## src/rtl/b64sd_pkg.sv

```systemverilog
package b64sd_pkg;

	localparam int unsigned CharWidth   = 8;
	localparam int unsigned SextetWidth = 6;
	localparam int unsigned ByteWidth   = 8;
	localparam int unsigned GroupWidth  = 24;
	localparam int unsigned QueueDepth  = 4;

	localparam logic [CharWidth-1:0] PadChar = 8'h3D;

	// Index of a byte inside a decoded group.
	typedef enum logic [1:0] {
		BYTE_HI  = 2'd0,
		BYTE_MID = 2'd1,
		BYTE_LO  = 2'd2
	} byte_idx_t;

	// One decoded group as handed from the front end to the back end.
	typedef struct packed {
		logic [GroupWidth-1:0] bytes;
		byte_idx_t             last_idx;
		logic                  done;
		logic                  err;
	} job_t;

	// Maps one character to its six-bit value; unknown codes give zero.
	function automatic logic [SextetWidth-1:0] sextet_of(input logic [CharWidth-1:0] c);
		logic [SextetWidth-1:0] s;
		s = '0;
		if (c >= 8'h41 && c <= 8'h5A) begin
			s = SextetWidth'(c - 8'h41);
		end else if (c >= 8'h61 && c <= 8'h7A) begin
			s = SextetWidth'(c - 8'h61 + 8'd26);
		end else if (c >= 8'h30 && c <= 8'h39) begin
			s = SextetWidth'(c - 8'h30 + 8'd52);
		end else if (c == 8'h2B || c == 8'h2D || c == 8'h2E) begin
			s = 6'd62;
		end else if (c == 8'h2F || c == 8'h5F || c == 8'h2C) begin
			s = 6'd63;
		end
		return s;
	endfunction

endpackage

```

## src/rtl/b64sd_fifo.sv

```systemverilog
module b64sd_fifo #(
	parameter int unsigned WIDTH = 8,
	parameter int unsigned DEPTH = 4
) (
	input  logic             clk,
	input  logic             arst_n,
	input  logic             push,
	input  logic [WIDTH-1:0] wdata,
	input  logic             pop,
	output logic [WIDTH-1:0] rdata,
	output logic             full,
	output logic             empty
);

	localparam int unsigned AW = (DEPTH > 1) ? $clog2(DEPTH) : 1;
	localparam int unsigned CW = $clog2(DEPTH + 1);

	logic [WIDTH-1:0] mem_q [DEPTH];
	logic [AW-1:0]    wr_ptr_q;
	logic [AW-1:0]    rd_ptr_q;
	logic [CW-1:0]    count_q;
	logic             do_push;
	logic             do_pop;

	assign full    = (count_q == CW'(DEPTH));
	assign empty   = (count_q == '0);
	assign do_push = push && !full;
	assign do_pop  = pop && !empty;
	assign rdata   = mem_q[rd_ptr_q];

	always_ff @(posedge clk) begin
		if (do_push) begin
			mem_q[wr_ptr_q] <= wdata;
		end
	end

	always_ff @(posedge clk or negedge arst_n) begin
		if (!arst_n) begin
			wr_ptr_q <= '0;
			rd_ptr_q <= '0;
			count_q  <= '0;
		end else begin
			if (do_push) begin
				wr_ptr_q <= (wr_ptr_q == AW'(DEPTH - 1)) ? '0 : wr_ptr_q + 1'b1;
			end
			if (do_pop) begin
				rd_ptr_q <= (rd_ptr_q == AW'(DEPTH - 1)) ? '0 : rd_ptr_q + 1'b1;
			end
			if (do_push && !do_pop) begin
				count_q <= count_q + 1'b1;
			end else if (do_pop && !do_push) begin
				count_q <= count_q - 1'b1;
			end
		end
	end

endmodule

```

## src/rtl/b64sd_front.sv

```systemverilog
module b64sd_front import b64sd_pkg::*; (
	input  logic                 clk,
	input  logic                 arst_n,
	input  logic                 in_valid,
	output logic                 in_ready,
	input  logic [CharWidth-1:0] char_in,
	input  logic                 stream_end,
	input  logic                 queue_full,
	output logic                 push,
	output job_t                 job
);

	logic [17:0]            buf_q;
	logic [1:0]             pos_q;
	logic                   third_was_pad_q;
	logic [SextetWidth-1:0] s;
	logic                   is_pad;
	logic                   accept;

	assign s        = sextet_of(char_in);
	assign is_pad   = (char_in == PadChar);
	assign in_ready = !queue_full;
	assign accept   = in_valid && in_ready;
	assign push     = accept && (stream_end || pos_q == 2'd3);

	always_comb begin
		job.done     = stream_end;
		job.err      = 1'b0;
		job.bytes    = {buf_q, s};
		job.last_idx = BYTE_LO;
		case (pos_q)
			2'd0: begin
				job.bytes    = '0;
				job.err      = 1'b1;
				job.last_idx = BYTE_HI;
			end
			2'd1: begin
				job.bytes    = {buf_q[17:12], s, 12'd0};
				job.last_idx = BYTE_HI;
			end
			2'd2: begin
				job.bytes    = {buf_q[17:6], s, 6'd0};
				job.last_idx = is_pad ? BYTE_HI : BYTE_MID;
			end
			default: begin
				// A padded fourth character at the end drops one or two bytes.
				if (stream_end && is_pad) begin
					job.last_idx = third_was_pad_q ? BYTE_HI : BYTE_MID;
				end
			end
		endcase
	end

	always_ff @(posedge clk or negedge arst_n) begin
		if (!arst_n) begin
			buf_q           <= '0;
			pos_q           <= '0;
			third_was_pad_q <= 1'b0;
		end else if (accept) begin
			if (push) begin
				buf_q           <= '0;
				pos_q           <= '0;
				third_was_pad_q <= 1'b0;
			end else begin
				pos_q <= pos_q + 1'b1;
				case (pos_q)
					2'd0:    buf_q <= {s, 12'd0};
					2'd1:    buf_q <= {buf_q[17:12], s, 6'd0};
					default: begin
						buf_q           <= {buf_q[17:6], s};
						third_was_pad_q <= is_pad;
					end
				endcase
			end
		end
	end

endmodule

```

## src/rtl/b64sd_back.sv

```systemverilog
module b64sd_back import b64sd_pkg::*; (
	input  logic                 clk,
	input  logic                 arst_n,
	input  logic                 job_valid,
	input  job_t                 job,
	output logic                 pop,
	output logic                 out_valid,
	input  logic                 out_ready,
	output logic [ByteWidth-1:0] byte_out,
	output logic                 run_last,
	output logic                 text_done,
	output logic                 lone_char_error
);

	byte_idx_t            idx_q;
	logic                 load;
	logic                 at_last;
	logic [ByteWidth-1:0] sel_byte;
	logic                 valid_q;
	logic [ByteWidth-1:0] byte_q;
	logic                 last_q;
	logic                 done_q;
	logic                 err_q;

	assign load    = !valid_q || out_ready;
	assign at_last = (idx_q == job.last_idx);
	assign pop     = load && job_valid && at_last;

	always_comb begin
		case (idx_q)
			BYTE_HI:  sel_byte = job.bytes[23:16];
			BYTE_MID: sel_byte = job.bytes[15:8];
			default:  sel_byte = job.bytes[7:0];
		endcase
	end

	always_ff @(posedge clk or negedge arst_n) begin
		if (!arst_n) begin
			valid_q <= 1'b0;
			idx_q   <= BYTE_HI;
		end else if (load) begin
			valid_q <= job_valid;
			if (job_valid) begin
				case (idx_q)
					BYTE_HI:  idx_q <= at_last ? BYTE_HI : BYTE_MID;
					BYTE_MID: idx_q <= at_last ? BYTE_HI : BYTE_LO;
					default:  idx_q <= BYTE_HI;
				endcase
			end
		end
	end

	always_ff @(posedge clk) begin
		if (load && job_valid) begin
			byte_q <= sel_byte;
			last_q <= at_last;
			done_q <= at_last && job.done;
			err_q  <= job.err;
		end
	end

	assign out_valid       = valid_q;
	assign byte_out        = byte_q;
	assign run_last        = last_q;
	assign text_done       = done_q;
	assign lone_char_error = err_q;

endmodule

```

## src/rtl/base64_stream_decoder_top.sv

```systemverilog
// Channel   | Direction | tdata            | tlast      | tuser
// s_axis    | in        | [7:0] char_in    | stream_end | none
// m_axis    | out       | [7:0] byte_out   | run_last   | [0] text_done, [1] lone_char_error
//
// One character request is taken in every cycle while the group queue has room.
// Result requests leave at one byte per cycle while the receiver is ready, so a full
// group of four characters gives three byte requests; the first byte of a group is shown
// once its last character has passed the queue write and then the output register.
// Reset is asynchronous and clears the group position, queue pointers and output
// valid; stalls on either side are absorbed by the QUEUE_DEPTH-entry group queue.
module base64_stream_decoder_top import b64sd_pkg::*; #(
	parameter int unsigned QUEUE_DEPTH = QueueDepth
) (
	input  logic       clk,
	input  logic       arst_n,
	input  logic       s_axis_tvalid,
	output logic       s_axis_tready,
	input  logic [7:0] s_axis_tdata,  // [7:0] char_in
	input  logic       s_axis_tlast,  // stream_end
	output logic       m_axis_tvalid,
	input  logic       m_axis_tready,
	output logic [7:0] m_axis_tdata,  // [7:0] byte_out
	output logic       m_axis_tlast,  // run_last
	output logic [1:0] m_axis_tuser   // [0] text_done, [1] lone_char_error
);

	// The front end classifies each character and builds a group request
	// whenever a group completes or the stream ends.
	logic queue_full;
	logic queue_empty;
	logic push;
	logic pop;
	job_t job_in;
	job_t job_out;

	b64sd_front u_front (
		.clk        (clk),
		.arst_n     (arst_n),
		.in_valid   (s_axis_tvalid),
		.in_ready   (s_axis_tready),
		.char_in    (s_axis_tdata),
		.stream_end (s_axis_tlast),
		.queue_full (queue_full),
		.push       (push),
		.job        (job_in)
	);

	// Short queue of decoded groups between the two halves.
	b64sd_fifo #(
		.WIDTH ($bits(job_t)),
		.DEPTH (QUEUE_DEPTH)
	) u_queue (
		.clk    (clk),
		.arst_n (arst_n),
		.push   (push),
		.wdata  (job_in),
		.pop    (pop),
		.rdata  (job_out),
		.full   (queue_full),
		.empty  (queue_empty)
	);

	// The back end serialises each group into one to three byte requests.
	b64sd_back u_back (
		.clk             (clk),
		.arst_n          (arst_n),
		.job_valid       (!queue_empty),
		.job             (job_out),
		.pop             (pop),
		.out_valid       (m_axis_tvalid),
		.out_ready       (m_axis_tready),
		.byte_out        (m_axis_tdata),
		.run_last        (m_axis_tlast),
		.text_done       (m_axis_tuser[0]),
		.lone_char_error (m_axis_tuser[1])
	);

endmodule

```

## config.mk

```make
export PLATFORM = sky130hd
export DESIGN_NAME = base64_stream_decoder_top
export DESIGN_NICKNAME = d
export VERILOG_FILES = /design/src/rtl/b64sd_pkg.sv /design/src/rtl/b64sd_fifo.sv /design/src/rtl/b64sd_front.sv /design/src/rtl/b64sd_back.sv /design/src/rtl/base64_stream_decoder_top.sv
export SDC_FILE = /design/constraint.sdc
export NUM_CORES = 1
export LEC_CHECK = 0
export ABC_AREA = 1
export BUFFER_PORTS_ARGS = -buffer_cell sky130_fd_sc_hd__buf_2
export CAP_MARGIN = 15
export CORE_MARGIN = 3
export CORE_UTILIZATION = 45
export CTS_CLUSTER_DIAMETER = 100
export CTS_CLUSTER_SIZE = 30
export DETAILED_ROUTE_END_ITERATION = 10
export PLACE_DENSITY = 0.72
export SYNTH_ARGS = -nofsm -noshare
export SYNTH_HDL_FRONTEND = slang
export SYNTH_SLANG_ARGS = --single-unit
export TNS_END_PERCENT = 5
```

## constraint.sdc

```tcl
create_clock -name clk -period 2.7 [get_ports clk]
set_input_delay 0.27 -clock clk [delete_from_list [all_inputs] [get_ports clk]]
set_output_delay 0.27 -clock clk [all_outputs]
set_load 0.05 [all_outputs]
```

# Word level (Yosys, flattened, before mapping)
# Memories as Yosys holds them, arrays and structs flattened.
# Cells that the tools add are included.
# classes
addsub	10
magnitude_cmp	6
n_eq_ne	17
mux	26
bitwise	1
reduce_logical	35
# op_table
cell	count
$pmux W24 S3	1
$eq A8 B6 Y1 const B	6
$pmux W18 S2	1
$mux W6	5
$mux W18	1
$ge A8 B7 Y1 const B	2
$le A8 B7 Y1 const B	2
$pmux W8 S2	1
$logic_and A1 B1 Y1	13
$sub A6 B6 Y6 const B	2
$mux W2	5
$eq A2 B2 Y1 const B	4
$eq A8 B7 Y1 const B	1
$ge A8 B6 Y1 const B	1
$le A8 B6 Y1 const B	1
$mux W1	8
$pmux W2 S2	2
$add A2 B1 Y2 const B	3
$add A6 B5 Y6 const B	1
$add A6 B6 Y6 const B	1
$logic_or A1 B1 Y1	6
$mux W3	2
$reduce_and A2 Y1	3
$sub A6 B1 Y6 const B	1
other kinds (14)	22
# word_totals
register_bits	42
mem_bits_rw	112
out_inout_bits	13
word_cells	110
mem_count	1
# memory_table
memory	depth	word_bits	rd	rd_ports_with_merged_regs	write_ports	line	source
u_queue.mem_q	4	28	1	0	1	b64sd_fifo.sv:18	logic [WIDTH-1:0] mem_q [DEPTH];

# Logic depth before layout (Yosys ltp)
# logic_depth
word_depth	10
ltp_mapped	16
mapped_depth_nobuf	16

# Hierarchy
# From an unflattened synthesis, not the netlist that was laid out.
# unflattened
cells_unflattened	762
hier_area_um2	7783.7
# modules_own_cells
module	n_inst	cells_per_inst	area_each_um2
b64sd_fifo	1	387	5081.1
b64sd_front	1	295	2016.9
b64sd_back	1	79	681.9
base64_stream_decoder_top	1	1	3.8

# Least setup slack after synthesis
# Ideal clock, no wire load.
# synth_timing
kind	reg-to-reg
startpoint	reg u_back.valid_q, in the netlist u_back.out_valid
endpoint	reg u_queue.count_q[1]
setup_ns	0.123
t_arrival_ns	2.740
required_ns	2.577
setup_slack_ns	-0.163
path_stages_with_launch	12
path_buffers	0
period_less_slack_ns	2.863
path_cell_list	dfrtp_1 > inv_1 > nor2_1 > a31oi_1 > inv_1 > nor2_4 > inv_1 > ha_1 > inv_1 > fa_1 > nor2_1 > a21oi_1
# synth_between
elab_chain_len	8
# synth_lines
item	line	source
start: declaration	b64sd_back.sv:19	logic valid_q;
start signal: assignment	b64sd_back.sv:42	valid_q <= job_valid;
$logic_not A1 Y1 *	b64sd_back.sv:25	assign load = !valid_q || out_ready;
$logic_or A1 B1 Y1 *	b64sd_back.sv:25	
$logic_and A1 B1 Y1 * (2 in series)	b64sd_back.sv:27	assign pop = load && job_valid && at_last;
$logic_and A1 B1 Y1 *	b64sd_fifo.sv:28	assign do_pop = pop && !empty;
$logic_not A1 Y1	b64sd_fifo.sv:49	if (do_push && !do_pop) begin
$logic_and A1 B1 Y1	b64sd_fifo.sv:49	
$mux W3 / $reduce_bool A2 Y1 (equally long branches)	-	
end signal: assignment	b64sd_fifo.sv:50	count_q <= count_q + 1'b1;
end signal: assignment	b64sd_fifo.sv:52	count_q <= count_q - 1'b1;
end: declaration	b64sd_fifo.sv:21	logic [CW-1:0] count_q;
# Every way passes the cells marked *; elsewhere a longest branch is shown, timed or not.
# A chain may end at the register's enable or synchronous reset.

# Worst setup path after layout
# layout_timing
startpoint	reg u_queue.rd_ptr_q[0]
endpoint	reg u_queue.count_q[1]
# layout_between
elab_chain_len	7
# layout_lines
item	line	source
start: declaration	b64sd_fifo.sv:20	logic [AW-1:0] rd_ptr_q;
start signal: assignment	b64sd_fifo.sv:47	rd_ptr_q <= (rd_ptr_q == AW'(DEPTH - 1)) ? '0 : rd_ptr_q + 1'b1;
$mem_v2 Z4 W28 *	-	
$eq A2 B2 Y1 *	b64sd_back.sv:26	assign at_last = (idx_q == job.last_idx);
$logic_and A1 B1 Y1 *	b64sd_back.sv:27	
$logic_and A1 B1 Y1 *	b64sd_fifo.sv:28	
$logic_not A1 Y1	b64sd_fifo.sv:49	
$logic_and A1 B1 Y1	b64sd_fifo.sv:49	
$mux W3 / $reduce_bool A2 Y1 (equally long branches)	-	
# Marks and branches as above.

==> summary.md <==
| Metric | Value |
|---|---|
| Rel. slew slack | `0.482` |
| Critical path fanouts, max | `10` |
| Initial antenna violation count | `0` |
| Seq/Total Area, Yosys | `0.635` |
| Die area | `~17000 um^2` |
| Hold Slack | `a little over 0.05 ns` |
| Root Buffer Master | `clkbuf_16` |
| Worst min-delay path startpoint | `m_axis_tready` |
| Worst skew pair latency | `just over 0.4 ns` |
| PortBufs | `25` |
| CTS tree | `built` |
| Status | `completed` |
| Reg2Reg Setup Slack | `between 0.2 and 0.25 ns` |
| Global route total overflow | `0` |
| Synth top cells by count | `edfxtp_1, nand2_1, nor2_1` |
| Total negative slack | `0 ns` |
| Average size of a mapped cell | `about 11 um^2` |
| Dominant synthesized flop cell | `edfxtp_1` |
| Setup WS post-layout | `between 0.2 and 0.25 ns` |
| Crit path DAT | `2.76 ns` |
| Power Density | `around 1100 nW/um^2` |
| Gpl congestion | `0.894` |
| First-pass GRT wire length | `about 25 mm` |
| Worst reg2reg endpoint | `u_queue.count_q[1]` |
| Post-synth ARST share | `0.201` |
| WP data required | `roughly 3 ns` |
| Area growth from synthesis to layout | `13.9%` |
| Cell Rows | `45` |
| Htree depth | `4` |
| Worst reg2reg path startpoint | `u_queue.rd_ptr_q[0]` |
| Final worst path period share | `0.911` |
| DRC | `0` |
| Die width | `~130 um` |
| Synthesized flop and latch total | `154` |
| Syn Nets | `about 700` |
| Area share of the largest cell type after synthesis | `0.525` |
| Max clock buf depth | `2` |
| Maxcap violations | `0` |
| RSZ-0062 raised after global routing | `false` |
| DR vias | `approximately 4900` |
| Setup-failing EPs final | `0` |
| Nets | `between 700 and 800` |
| Clock sinks | `about 150` |
| Total wire length | `15.5 mm` |
| Placed Area | `approximately 7400 um^2` |
| Period minus WS final | `approximately 2.5 ns` |
| All-Layer GR Usage | `0.187` |
| Post-synth EDFFs | `123` |
| Ys Warns | `0` |
| Top post-synthesis cells by area | `edfxtp_1, dfrtp_1, nand2_1, nor2_1, o21ai_0` |
| DR vias/cell | `around 5.4` |
| Achievable clock frequency | `407 MHz` |
| Most frequent cell after synthesis | `edfxtp_1` |
| Worst Max-Slew Pin Slew | `slightly below 0.8 ns` |
| Io pins | `26` |
| Gr busiest metal | `met2` |
| Area leader, netlist | `edfxtp_1` |
| Design Area, Final | `8020 um^2` |
| Die span in y | `131 um` |
| Critical path type | `register to register` |
| Count of cell types in the netlist | `34` |
| Reg2Reg Depth | `13` |
| Hold path endpoint | `u_back.out_valid` |
| Initial Util | `0.462` |
| Cells after Synth | `around 670` |
| Number of global-route vias before repair | `between 4000 and 5000` |
| Antenna-violating nets left | `0` |
| Routed WL per cell | `about 17 um` |
| Core box area | `approximately 15000 um^2` |
| Synthesized cell area | `around 7000 um^2` |
| Number of iterations in the first detailed-routing pass | `7` |
| DRT iter0 DRCs | `between 400 and 500` |
| Peak supply drop | `roughly 0.45 mV` |
| Share of cells above drive strength 1 | `0.131` |
| Max-slew violations | `0` |
| Met3 usage | `0.0417` |
| Leak Pwr | `3.17 nW` |
| Setup crit start kind | `register` |
| Hold Crit Depth | `2` |
| CTS clock-pin slew for the worst setup and hold paths | `0.06 ns` |
| N_diodes | `0` |
| Critical Path Sink Type | `register` |
| Hold Path Class | `primary input to register` |
| Worst slack at placement | `just under 0.3 ns` |
| Global routing usage on met2 | `0.312` |
| Met1 usage | `0.243` |
| Final hold violations | `0` |
| Largest net degree at the start of global routing | `51` |
| Clock skew | `roughly 0.006 ns` |
| Final Util | `0.526` |
| CTS Buf Count | `17` |
| Dpl hpwl | `slightly below 10 mm` |
[flip-flops by register name, indices dropped and copies added, names as in the netlist, 2 cells and up]
name / count
u_queue.mem_q: 112
u_front.buf_q: 18
u_back.byte_out: 8
u_queue.count_q: 3
u_back.idx_q: 2
u_front.pos_q: 2
u_queue.rd_ptr_q: 2
u_queue.wr_ptr_q: 2
[cells by family after synthesis]
kind of cell               Yosys count  synth area share
adders and majority gates           23            0.0419
AOI/OAI and AO/OA                  121            0.0947
buffers and inverters               90            0.0513
and+or+nand+nor                    272             0.167
DFF                                154             0.635
xor gates and xnor gates             8           0.00995
[worst max path at each step]
stage | from | endpoint | slack (ns) | depth (start not counted)
floorplan | u_queue.count_q[0] | u_queue.mem_q[0][0] | -0.13 | 6
global placement | u_queue.rd_ptr_q[0] | u_queue.count_q[2] | 0.43 | 14
detailed placement | u_queue.rd_ptr_q[0] | u_queue.count_q[1] | 0.30 | 13
CTS | u_queue.rd_ptr_q[0] | u_queue.count_q[1] | 0.29 | 13
global route | u_queue.rd_ptr_q[0] | u_queue.count_q[1] | 0.07 | 13
finish | u_queue.rd_ptr_q[0] | u_queue.count_q[1] | 0.24 | 13
[final cells by class]
cell class / instances / area [um^2]
tap: 211 / 264
clock buffer: 17 / 425
inverter: 65 / 244
fill: 1300 / 7240
clock inverter: 15 / 180
multi-input combinational: 424 / 2230
timing repair buffer: 36 / 210
sequential: 154 / 4470
[where the power goes]
part / switching, mW / internal (mW) / total, mW
Clock: 0.881 / 1.53 / 2.41
Sequential: 0.181 / 3.12 / 3.30
Combinational: 2.05 / 0.745 / 2.80
Total: 3.11 / 5.39 / 8.51
[metal layers]
metal | vias up | share of wire | wire length, um
met4 | 0 | 0.014 | 214
met3 | 20 | 0.058 | 904
li1 | 2354 | - | -
met5 | - | 0 | 0
met1 | 2370 | 0.43 | 6670
met2 | 200 | 0.50 | 7730
[critical path, stage by stage, from the launching register on]
cell and delay (ns):
dfrtp_1 0.53, inv_2 0.13, nand2_1 0.09, nand3_1 0.09
nand2_1 0.11, xor2_1 0.18, nand2_2 0.13, nor2_4 0.15
inv_1 0.06, ha_1 0.19, inv_1 0.10, fa_1 0.42
nor2_1 0.11, a21oi_1 0.04
[layout by cell type (no fill, tap or decap), drive strengths merged]
| cell type | instances |
|---|---|
| edfxtp | 123 |
| nand2 | 121 |
| nor2 | 101 |
| o21ai | 71 |
| inv | 66 |
| o22ai | 40 |
| nand3 | 36 |
| buf | 35 |
| dfrtp | 31 |
| ha | 22 |
| clkbuf | 17 |
| nand4 | 12 |
| clkinv | 9 |
| a21oi | 8 |
| xor2 | 6 |
| bufinv | 4 |
| xnor2 | 2 |
| nor3 | 1 |
| a31oi | 1 |
| or2 | 1 |
| o211ai | 1 |
| fa | 1 |
| clkinvlp | 1 |
| dlygate4sd3 | 1 |
[per-stage QoR]
stage | std cells | power, mW
3_5_place_dp | 889 | 6.12
2_1_floorplan | 668 | 5.35
6_report | 922 | 8.51
4_1_cts | 922 | 8.55
5_1_grt | 922 | 8.99
3_3_place_gp | 889 | 6.01
[repair_timing]
| item | CTS | global route |
|---|---|---|
| gates resized for setup | 0 | 0 |
| hold endpoints to repair | 31 | 0 |
| hold buffers | 1 | 0 |
| setup buffers | 0 | 0 |
Note: power is estimated with default switching activity, not from simulation.
